[src/rtl/apq_pkg.sv]
`timescale 1ns / 1ps

package apq_pkg;

  localparam int unsigned PRIO_W = 3;
  localparam int unsigned CFG_W = 7;

  localparam logic [PRIO_W-1:0] TOP_PRIORITY = 3'd5;
  localparam logic [PRIO_W-1:0] ZERO_PRIORITY = 3'd0;
  localparam logic [CFG_W-1:0] CAP_RESET = 7'd64;

  typedef enum logic [1:0] {
    KIND_INSERT = 2'd0,
    KIND_POP    = 2'd1,
    KIND_AGE    = 2'd2,
    KIND_PURGE  = 2'd3
  } kind_e;

  typedef enum logic [1:0] {
    ST_IDLE,
    ST_WALK,
    ST_PUT,
    ST_DONE
  } state_e;

  function automatic logic [PRIO_W-1:0] sat_prio(input logic [PRIO_W-1:0] p);
    sat_prio = (p > TOP_PRIORITY) ? TOP_PRIORITY : p;
  endfunction

endpackage

[src/rtl/apq_if.sv]
`timescale 1ns / 1ps

interface apq_req_if #(
  parameter int unsigned TAG_BITS = 16
);
  logic                        valid;
  logic                        ready;
  apq_pkg::kind_e              kind;
  logic [TAG_BITS-1:0]         msg_tag;
  logic [apq_pkg::PRIO_W-1:0]  msg_priority;

  modport source (output valid, kind, msg_tag, msg_priority, input ready);
  modport sink (input valid, kind, msg_tag, msg_priority, output ready);
endinterface

interface apq_rsp_if #(
  parameter int unsigned TAG_BITS = 16,
  parameter int unsigned CNT_BITS = 7
);
  logic                        valid;
  logic                        ready;
  logic                        pop_valid;
  logic [TAG_BITS-1:0]         pop_tag;
  logic [apq_pkg::PRIO_W-1:0]  pop_priority;
  logic                        accepted;
  logic                        changed;
  logic [CNT_BITS-1:0]         removed_count;
  logic [CNT_BITS-1:0]         held_count;

  modport source (output valid, pop_valid, pop_tag, pop_priority, accepted, changed,
                  removed_count, held_count, input ready);
  modport sink (input valid, pop_valid, pop_tag, pop_priority, accepted, changed,
                removed_count, held_count, output ready);
endinterface

[src/rtl/aging_priority_queue_top.sv]
`timescale 1ns / 1ps

// Channel   Dir  Payload                                              Beat when
// req_i     in   kind, msg_tag, msg_priority                          valid && ready
// rsp_o     out  pop_valid, pop_tag, pop_priority, accepted,          valid && ready
//                changed, removed_count, held_count
// cfg       in   cfg_wdata_i (capacity_limit)                         cfg_we_i
//
// One request at a time; one entry per cycle through the dual-port entry memory.
// Insert shifts up each entry at or above its priority and then writes; pop reads
// the top entry; age and purge visit up to held_count; refused or empty: no walk.
// Reset clears the occupancy and sets capacity_limit to 64; no memory clearing pass.
// A response waits in its own register, so a stalled rsp_o holds only the next result.

module aging_priority_queue_top #(
  parameter int unsigned DEPTH    = 64,
  parameter int unsigned TAG_BITS = 16
) (
  input  logic                       clk_i,
  input  logic                       rst_ni,
  apq_req_if.sink                    req_i,
  apq_rsp_if.source                  rsp_o,
  input  logic                       cfg_we_i,
  input  logic [apq_pkg::CFG_W-1:0]  cfg_wdata_i
);

  localparam int unsigned AW = (DEPTH > 1) ? $clog2(DEPTH) : 1;
  localparam int unsigned CW = $clog2(DEPTH + 1);
  localparam int unsigned MW = (CW > apq_pkg::CFG_W) ? CW : apq_pkg::CFG_W;
  localparam int unsigned PW = apq_pkg::PRIO_W;
  localparam int unsigned EW = TAG_BITS + PW;

  logic [EW-1:0] mem [DEPTH];
  logic [EW-1:0] rd_data_q;
  logic          rd_en;
  logic [AW-1:0] rd_addr;
  logic          mem_we;
  logic [AW-1:0] mem_wa;
  logic [EW-1:0] mem_wd;

  apq_pkg::state_e state_q, state_d;
  logic [CW-1:0]              occ_q, occ_d;
  logic [apq_pkg::CFG_W-1:0]  cap_q;
  logic [AW-1:0]              addr_q, addr_d;
  logic [CW-1:0]              zeros_q, zeros_d;
  logic                       counting_q, counting_d;
  apq_pkg::kind_e             kind_q, kind_d;
  logic [TAG_BITS-1:0]        tag_q, tag_d;
  logic [PW-1:0]              prio_q, prio_d;

  logic                r_pop_valid_q, r_pop_valid_d;
  logic [TAG_BITS-1:0] r_pop_tag_q, r_pop_tag_d;
  logic [PW-1:0]       r_pop_prio_q, r_pop_prio_d;
  logic                r_accepted_q, r_accepted_d;
  logic                r_changed_q, r_changed_d;
  logic [CW-1:0]       r_removed_q, r_removed_d;

  logic                rsp_valid_q;
  logic                rsp_load;
  logic [TAG_BITS-1:0] rsp_tag_q;
  logic [PW-1:0]       rsp_prio_q;
  logic                rsp_pop_valid_q, rsp_accepted_q, rsp_changed_q;
  logic [CW-1:0]       rsp_removed_q, rsp_held_q;

  logic [PW-1:0]       d_prio;
  logic [TAG_BITS-1:0] d_tag;
  logic [PW-1:0]       in_prio;
  logic                full;
  logic                at_end;
  logic [AW-1:0]       last_addr;

  assign d_prio    = rd_data_q[PW-1:0];
  assign d_tag     = rd_data_q[EW-1:PW];
  assign in_prio   = apq_pkg::sat_prio(req_i.msg_priority);
  assign full      = (occ_q == CW'(DEPTH)) || (MW'(occ_q) >= MW'(cap_q));
  assign at_end    = (CW'(addr_q) + CW'(1)) == occ_q;
  assign last_addr = AW'(occ_q - CW'(1));

  assign req_i.ready = (state_q == apq_pkg::ST_IDLE);

  always_comb begin
    state_d       = state_q;
    occ_d         = occ_q;
    addr_d        = addr_q;
    zeros_d       = zeros_q;
    counting_d    = counting_q;
    kind_d        = kind_q;
    tag_d         = tag_q;
    prio_d        = prio_q;
    r_pop_valid_d = r_pop_valid_q;
    r_pop_tag_d   = r_pop_tag_q;
    r_pop_prio_d  = r_pop_prio_q;
    r_accepted_d  = r_accepted_q;
    r_changed_d   = r_changed_q;
    r_removed_d   = r_removed_q;
    rd_en         = 1'b0;
    rd_addr       = addr_q;
    mem_we        = 1'b0;
    mem_wa        = addr_q;
    mem_wd        = rd_data_q;
    rsp_load      = 1'b0;

    unique case (state_q)
      apq_pkg::ST_IDLE: begin
        if (req_i.valid) begin
          kind_d        = req_i.kind;
          tag_d         = req_i.msg_tag;
          prio_d        = in_prio;
          zeros_d       = '0;
          counting_d    = 1'b1;
          r_pop_valid_d = 1'b0;
          r_pop_tag_d   = '0;
          r_pop_prio_d  = '0;
          r_accepted_d  = 1'b0;
          r_changed_d   = 1'b0;
          r_removed_d   = '0;
          state_d       = apq_pkg::ST_DONE;
          unique case (req_i.kind)
            apq_pkg::KIND_INSERT: begin
              if (!full) begin
                if (occ_q == '0) begin
                  mem_we       = 1'b1;
                  mem_wa       = '0;
                  mem_wd       = {req_i.msg_tag, in_prio};
                  occ_d        = occ_q + CW'(1);
                  r_accepted_d = 1'b1;
                end else begin
                  rd_en   = 1'b1;
                  rd_addr = last_addr;
                  addr_d  = last_addr;
                  state_d = apq_pkg::ST_WALK;
                end
              end
            end
            apq_pkg::KIND_POP: begin
              if (occ_q != '0) begin
                rd_en   = 1'b1;
                rd_addr = last_addr;
                addr_d  = last_addr;
                state_d = apq_pkg::ST_WALK;
              end
            end
            apq_pkg::KIND_AGE, apq_pkg::KIND_PURGE: begin
              if (occ_q != '0) begin
                rd_en   = 1'b1;
                rd_addr = '0;
                addr_d  = '0;
                state_d = apq_pkg::ST_WALK;
              end
            end
          endcase
        end
      end

      apq_pkg::ST_WALK: begin
        unique case (kind_q)
          apq_pkg::KIND_INSERT: begin
            mem_we = 1'b1;
            mem_wa = addr_q + AW'(1);
            if (d_prio >= prio_q) begin
              mem_wd = rd_data_q;
              if (addr_q == '0) begin
                state_d = apq_pkg::ST_PUT;
              end else begin
                rd_en   = 1'b1;
                rd_addr = addr_q - AW'(1);
                addr_d  = addr_q - AW'(1);
              end
            end else begin
              mem_wd       = {tag_q, prio_q};
              occ_d        = occ_q + CW'(1);
              r_accepted_d = 1'b1;
              state_d      = apq_pkg::ST_DONE;
            end
          end
          apq_pkg::KIND_POP: begin
            occ_d         = occ_q - CW'(1);
            r_pop_valid_d = 1'b1;
            r_pop_tag_d   = d_tag;
            r_pop_prio_d  = d_prio;
            state_d       = apq_pkg::ST_DONE;
          end
          apq_pkg::KIND_AGE: begin
            if (d_prio >= apq_pkg::TOP_PRIORITY) begin
              state_d = apq_pkg::ST_DONE;
            end else begin
              if (d_prio != apq_pkg::ZERO_PRIORITY) begin
                mem_we      = 1'b1;
                mem_wa      = addr_q;
                mem_wd      = {d_tag, d_prio - PW'(1)};
                r_changed_d = 1'b1;
              end
              if (at_end) begin
                state_d = apq_pkg::ST_DONE;
              end else begin
                rd_en   = 1'b1;
                rd_addr = addr_q + AW'(1);
                addr_d  = addr_q + AW'(1);
              end
            end
          end
          apq_pkg::KIND_PURGE: begin
            priority if (counting_q && d_prio == apq_pkg::ZERO_PRIORITY) begin
              zeros_d = zeros_q + CW'(1);
              if (at_end) begin
                occ_d       = '0;
                r_removed_d = zeros_q + CW'(1);
                r_changed_d = 1'b1;
                state_d     = apq_pkg::ST_DONE;
              end else begin
                rd_en   = 1'b1;
                rd_addr = addr_q + AW'(1);
                addr_d  = addr_q + AW'(1);
              end
            end else if (zeros_q == '0) begin
              state_d = apq_pkg::ST_DONE;
            end else begin
              counting_d = 1'b0;
              mem_we     = 1'b1;
              mem_wa     = addr_q - zeros_q[AW-1:0];
              mem_wd     = rd_data_q;
              if (at_end) begin
                occ_d       = occ_q - zeros_q;
                r_removed_d = zeros_q;
                r_changed_d = 1'b1;
                state_d     = apq_pkg::ST_DONE;
              end else begin
                rd_en   = 1'b1;
                rd_addr = addr_q + AW'(1);
                addr_d  = addr_q + AW'(1);
              end
            end
          end
        endcase
      end

      apq_pkg::ST_PUT: begin
        mem_we       = 1'b1;
        mem_wa       = addr_q;
        mem_wd       = {tag_q, prio_q};
        occ_d        = occ_q + CW'(1);
        r_accepted_d = 1'b1;
        state_d      = apq_pkg::ST_DONE;
      end

      apq_pkg::ST_DONE: begin
        if (!rsp_valid_q || rsp_o.ready) begin
          rsp_load = 1'b1;
          state_d  = apq_pkg::ST_IDLE;
        end
      end
    endcase
  end

  always_ff @(posedge clk_i) begin
    if (mem_we) begin
      mem[mem_wa] <= mem_wd;
    end
    if (rd_en) begin
      rd_data_q <= mem[rd_addr];
    end
  end

  always_ff @(posedge clk_i or negedge rst_ni) begin
    if (!rst_ni) begin
      state_q     <= apq_pkg::ST_IDLE;
      occ_q       <= '0;
      cap_q       <= apq_pkg::CAP_RESET;
      rsp_valid_q <= 1'b0;
    end else begin
      state_q <= state_d;
      occ_q   <= occ_d;
      if (cfg_we_i) begin
        cap_q <= cfg_wdata_i;
      end
      if (rsp_load) begin
        rsp_valid_q <= 1'b1;
      end else if (rsp_o.ready) begin
        rsp_valid_q <= 1'b0;
      end
    end
  end

  always_ff @(posedge clk_i) begin
    addr_q        <= addr_d;
    zeros_q       <= zeros_d;
    counting_q    <= counting_d;
    kind_q        <= kind_d;
    tag_q         <= tag_d;
    prio_q        <= prio_d;
    r_pop_valid_q <= r_pop_valid_d;
    r_pop_tag_q   <= r_pop_tag_d;
    r_pop_prio_q  <= r_pop_prio_d;
    r_accepted_q  <= r_accepted_d;
    r_changed_q   <= r_changed_d;
    r_removed_q   <= r_removed_d;
    if (rsp_load) begin
      rsp_pop_valid_q <= r_pop_valid_q;
      rsp_tag_q       <= r_pop_tag_q;
      rsp_prio_q      <= r_pop_prio_q;
      rsp_accepted_q  <= r_accepted_q;
      rsp_changed_q   <= r_changed_q;
      rsp_removed_q   <= r_removed_q;
      rsp_held_q      <= occ_q;
    end
  end

  assign rsp_o.valid         = rsp_valid_q;
  assign rsp_o.pop_valid     = rsp_pop_valid_q;
  assign rsp_o.pop_tag       = rsp_tag_q;
  assign rsp_o.pop_priority  = rsp_prio_q;
  assign rsp_o.accepted      = rsp_accepted_q;
  assign rsp_o.changed       = rsp_changed_q;
  assign rsp_o.removed_count = rsp_removed_q;
  assign rsp_o.held_count    = rsp_held_q;

  a_occ_bound : assert property (@(posedge clk_i) disable iff (!rst_ni)
    occ_q <= CW'(DEPTH))
    else $error("occupancy above depth");

  a_walk_addr : assert property (@(posedge clk_i) disable iff (!rst_ni)
    state_q == apq_pkg::ST_WALK |-> CW'(addr_q) < occ_q)
    else $error("walk address beyond held entries");

  a_rsp_excl : assert property (@(posedge clk_i) disable iff (!rst_ni)
    rsp_o.valid && rsp_o.pop_valid |-> !rsp_o.accepted && !rsp_o.changed)
    else $error("pop response carries insert or change flags");

  a_idle_occ : assert property (@(posedge clk_i) disable iff (!rst_ni)
    state_q == apq_pkg::ST_DONE && $past(state_q) == apq_pkg::ST_DONE |-> $stable(occ_q))
    else $error("occupancy moved while waiting to respond");

endmodule
[src/flat_wrapper.sv]
// flat-port wrapper written by rule: the top's interface ports become plain ports
module aging_priority_queue_top_flat 
#(
  parameter int unsigned DEPTH    = 64,
  parameter int unsigned TAG_BITS = 16
)
  (clk_i, rst_ni, cfg_we_i, cfg_wdata_i, req_i_valid, req_i_kind, req_i_msg_tag, req_i_msg_priority, req_i_ready, rsp_o_valid, rsp_o_pop_valid, rsp_o_pop_tag, rsp_o_pop_priority, rsp_o_accepted, rsp_o_changed, rsp_o_removed_count, rsp_o_held_count, rsp_o_ready);
  apq_req_if #(.TAG_BITS(TAG_BITS)) req_i_i ();
  apq_rsp_if #(.TAG_BITS(TAG_BITS)) rsp_o_i ();
  input  logic clk_i;
  input  logic rst_ni;
  input  logic cfg_we_i;
  input  logic [apq_pkg::CFG_W-1:0] cfg_wdata_i;
  input wire logic [$bits(req_i_i.valid)-1:0] req_i_valid;
  input wire logic [$bits(req_i_i.kind)-1:0] req_i_kind;
  input wire logic [$bits(req_i_i.msg_tag)-1:0] req_i_msg_tag;
  input wire logic [$bits(req_i_i.msg_priority)-1:0] req_i_msg_priority;
  output wire logic [$bits(req_i_i.ready)-1:0] req_i_ready;
  output wire logic [$bits(rsp_o_i.valid)-1:0] rsp_o_valid;
  output wire logic [$bits(rsp_o_i.pop_valid)-1:0] rsp_o_pop_valid;
  output wire logic [$bits(rsp_o_i.pop_tag)-1:0] rsp_o_pop_tag;
  output wire logic [$bits(rsp_o_i.pop_priority)-1:0] rsp_o_pop_priority;
  output wire logic [$bits(rsp_o_i.accepted)-1:0] rsp_o_accepted;
  output wire logic [$bits(rsp_o_i.changed)-1:0] rsp_o_changed;
  output wire logic [$bits(rsp_o_i.removed_count)-1:0] rsp_o_removed_count;
  output wire logic [$bits(rsp_o_i.held_count)-1:0] rsp_o_held_count;
  input wire logic [$bits(rsp_o_i.ready)-1:0] rsp_o_ready;
  assign req_i_i.valid = req_i_valid;
  assign req_i_i.kind = req_i_kind;
  assign req_i_i.msg_tag = req_i_msg_tag;
  assign req_i_i.msg_priority = req_i_msg_priority;
  assign req_i_ready = req_i_i.ready;
  assign rsp_o_valid = rsp_o_i.valid;
  assign rsp_o_pop_valid = rsp_o_i.pop_valid;
  assign rsp_o_pop_tag = rsp_o_i.pop_tag;
  assign rsp_o_pop_priority = rsp_o_i.pop_priority;
  assign rsp_o_accepted = rsp_o_i.accepted;
  assign rsp_o_changed = rsp_o_i.changed;
  assign rsp_o_removed_count = rsp_o_i.removed_count;
  assign rsp_o_held_count = rsp_o_i.held_count;
  assign rsp_o_i.ready = rsp_o_ready;
  aging_priority_queue_top #(.DEPTH(DEPTH), .TAG_BITS(TAG_BITS)) u_core (.clk_i(clk_i), .rst_ni(rst_ni), .req_i(req_i_i), .rsp_o(rsp_o_i), .cfg_we_i(cfg_we_i), .cfg_wdata_i(cfg_wdata_i));
endmodule
[config.mk]
export PLATFORM = sky130hd
export DESIGN_NAME = aging_priority_queue_top_flat
export DESIGN_NICKNAME = d
export VERILOG_FILES = /design/src/rtl/apq_pkg.sv /design/src/rtl/apq_if.sv /design/src/rtl/aging_priority_queue_top.sv /design/src/flat_wrapper.sv
export SDC_FILE = /design/constraint.sdc
export NUM_CORES = 2
export LEC_CHECK = 0
export ABC_CLOCK_PERIOD_IN_PS = 9560
export BUFFER_PORTS_ARGS = -buffer_cell sky130_fd_sc_hd__buf_2
export CAP_MARGIN = 0
export CORE_ASPECT_RATIO = 1.25
export CORE_MARGIN = 2
export CORE_UTILIZATION = 60
export CTS_BUF_LIST = sky130_fd_sc_hd__clkbuf_4 sky130_fd_sc_hd__clkbuf_8
export DETAILED_ROUTE_END_ITERATION = 10
export GPL_ROUTABILITY_DRIVEN = 1
export GPL_TIMING_DRIVEN = 0
export PLACE_DENSITY = 0.8
export SYNTH_ARGS = -nofsm -noshare
export SYNTH_HDL_FRONTEND = slang
export SYNTH_SLANG_ARGS = --single-unit
[constraint.sdc]
create_clock -name clk_i -period 9.56 [get_ports clk_i]
set_input_delay 1.912 -clock clk_i [delete_from_list [all_inputs] [get_ports clk_i]]
set_output_delay 1.912 -clock clk_i [all_outputs]
set_load 0.1 [all_outputs]
==> summary.md <==
| Metric | Value |
|---|---|
| Leading area contributor after synthesis | `edfxtp_1` |
| Hold WS | `0.421 ns` |
| Post-synth EDFFs | `1329` |
| Fmax | `134 MHz` |
| Initial Utilization | `60.4%` |
| CTS Hold Bufs | `0` |
| Cells after Synth | `3677` |
| Rel. slew slack | `about 17%` |
| Htree depth | `4` |
| CP max stage cell | `nor4_2` |
| Req. time, crit path | `10.15 ns` |
| Final Critical Period | `7.48 ns` |
| Reg-to-reg startpoint | `u_core.addr_q[1]` |
| Routed WL per cell | `27.7 µm` |
| Startpoint types | `flip-flop` |
| Global Route Usage Sum | `a little under a third` |
| Gr ovfl total | `0` |
| CTS Buffer Depth | `3` |
| Mean Syn Cell Area | `15.0 µm²` |
| Number of global-route vias before repair | `34748` |
| Fin crit share | `78.2%` |
| Hold violation count in the final report | `0` |
| Port buffer count | `70` |
| #FFs+latches synth | `1352` |
| RSZ-0062 raised after global routing | `no` |
| TritonRoute pass-1 iters | `9` |
| Core ar. | `between 0.09 and 0.1 mm²` |
| Row cnt | `124` |
| Sequential fraction of the synthesis area | `73.5%` |
| Clock-pin slew on the worst setup and hold paths | `0.06 ns` |
| Min-delay src | `u_core.r_pop_tag_q[6]` |
| DRC | `0` |
| Slew Limit Fails | `0` |
| Clk sink count | `around 1400` |
| Crit path kind | `reg -> reg` |
| Num CTS Buffers | `188` |
| Ys async rst share | `1.26%` |
| CP Launch Point | `u_core.addr_q[1]` |
| CP delay by family, top | `simple AND/OR/NAND/NOR gates` |
| Postcts setup bufs | `0` |
| Layout cell share with drive strength beyond 1 | `16.5%` |
| Via density | `6.54` |
| Initial antenna violation count | `11` |
| Total die area | `0.0942 mm²` |
| CP endpoint kind | `flip-flop` |
| CP max stage delay | `~0.96 ns` |
| Ranking of synthesized cells by area | `edfxtp_1, mux2i_1, nand2_1` |
| Layout Nets | `4098` |
| I/O pin cnt | `71` |
| Global-route wire length before repair | `about 220 mm` |
| GPL Wtd Cong | `1.02` |
| CTS root buffer | `clkbuf_8` |
| Top cell type's share of synthesized area | `72.5%` |
| Register area | `0.0405 mm²` |
| Primary FF master, synth | `edfxtp_1` |
| Largest net degree at the start of global routing | `48` |
| Critical path fanouts, max | `11` |
| Multi-input gate area in the final layout | `0.0138 mm²` |
| Commonest non-fill, non-tap cells in the layout | `edfxtp_1, nand2_1, mux2i_1, clkbuf_8, buf_2` |
| Run status | `finished clean` |
| Final ANT Viol Nets | `0` |
| Die Y | `343 µm` |
| First DRT Iteration DRCs | `4819` |
| Layout Skew | `between 0.06 and 0.07 ns` |
| CP Data Arrival Time | `8.06 ns` |
| Commonest non-fill, non-tap cell in the layout | `edfxtp_1` |
| Synth Cell Area | `0.0551 mm²` |
| Detailed Place HPWL | `104 mm` |
| Quantity of gates resized following cts | `0` |
| Clk Latency, worst-skew pair | `0.88 ns` |
| Tightest Pin Transition | `1.24 ns` |
| Final WL | `149 mm` |
| Post-synthesis net count | `3748` |
| Sum of negative setup slack | `0 ns` |
| Synth unique cells | `71` |
| Synth Warn # | `0` |
| Worst Path Buf+Inv | `4` |
| Fillers | `between 5000 and 6000` |
| Chip width | `~270 µm` |
| TritonCTS clock tree | `yes` |
| Max-cap violations | `0` |
| Routed via count | `around 35000` |
| Worst hold-check path type | `reg -> reg` |
| Worst-path cell chain | `ha_1 -> buf_2 -> nand3_1 -> xnor2_1 -> nor2_1 -> nor4_2 -> or2_2 -> o221a_2 -> buf_2 -> clkbuf_1 -> clkbuf_1 -> nand3_1 -> a32oi_1 -> nand4_1 -> or3_1` |
| Final setup viols | `0` |
| Area Overhead vs Synth | `13.9%` |
## flip-flops by register name, indices dropped and copies added, names as in the netlist, 16 cells and up
register	flops
u_core.rsp_o.pop_tag	16
u_core.tag_q	16
u_core.mem	1216
u_core.r_pop_tag_q	16
u_core.rd_data_q	19
## Yosys cell counts (26+ instances only)
library cell and number:
edfxtp_1 1329, nand2_1 568, mux2i_1 291, nor2_1 132, nand3_1 127, clkbuf_1 125, a21oi_1 122, o22ai_1 120
o21ai_0 119, a32oi_1 99, a22oi_1 76, buf_2 58, inv_1 38, mux4_2 38, ha_1 36, and2_1 28
buf_1 27, and3_1 26
## worst reg2reg max path, cell delays in order (launching register included)
cell	delay, ns
dfxtp_1	0.71
ha_1	0.26
buf_2	0.23
nand3_1	0.21
xnor2_1	0.48
nor2_1	0.14
nor4_2	0.96
or2_2	0.28
o221a_2	0.23
buf_2	0.17
clkbuf_1	0.63
clkbuf_1	0.65
nand3_1	0.19
a32oi_1	0.40
nand4_1	0.90
or3_1	0.77
## layout make-up
type / count / share of cell area, %
Antenna cell: 5 / 0.0200
Buffer: 229 / 1.70
Clock buffer: 262 / 5.04
Clock inverter: 72 / 0.982
Inverter: 41 / 0.245
Multi-Input combinational cell: 2055 / 22.0
Sequential cell: 1352 / 64.5
Tap cell: 1197 / 2.39
Timing Repair Buffer: 160 / 3.13
## per-layer routing
| metal | vias to the layer above | GRT usage [%] | wire, µm |
|---|---|---|---|
| met3 | 549 | 6.80 | 15300 |
| li1 | 14928 | - | - |
| met2 | 2528 | 52.6 | 72900 |
| met4 | 14 | 20.3 | 10900 |
| met5 | - | 0 | 101 |
| met1 | 17113 | 37.1 | 49800 |
## per-stage QoR
| step | instances | worst slack (ns) | util (%) | area [µm²] |
|---|---|---|---|---|
| 2_1_floorplan | 3677 | 3.24 | - | 55100 |
| 3_3_place_gp | 4944 | -1.96 | 62.4 | 56900 |
| 3_5_place_dp | 5034 | 2.81 | 64.6 | 58900 |
| 4_1_cts | 5368 | 2.82 | 68.7 | 62700 |
| 5_1_grt | 5373 | 1.95 | 68.7 | 62700 |
| 6_report | 5373 | 2.08 | 68.7 | 62700 |
## logic make-up after synthesis
| kind of cell | share of synthesized area, % |
|---|---|
| flip-flops | 73.5 |
| AND/OR/NAND/NOR | 7.82 |
| adder cells (fa/ha/maj) | 0.891 |
| multiplexers | 7.25 |
| buffers and inverters | 2.22 |
| AO/OA/AOI/OAI | 7.86 |
| XOR/XNOR | 0.493 |
## path summary, 6_finish.rpt
check / endpoint / slack (ns) / cells after the start
setup reg to reg: u_core.rd_data_q[12] / 2.08 / 15
hold reg to reg: u_core.rsp_o.pop_tag[6] / 0.42 / 0
min in group asynchronous: u_core.occ_q[4] / 0.99 / 1
hold / removal: u_core.rsp_o.pop_tag[6] / 0.42 / 0
setup / recovery: u_core.rd_data_q[12] / 2.08 / 15
max in group asynchronous: u_core.cap_q[6] / 8.21 / 1
Power is not shown: default switching activity piles up to over one toggle a cycle in this logic, so the estimate is an artifact.
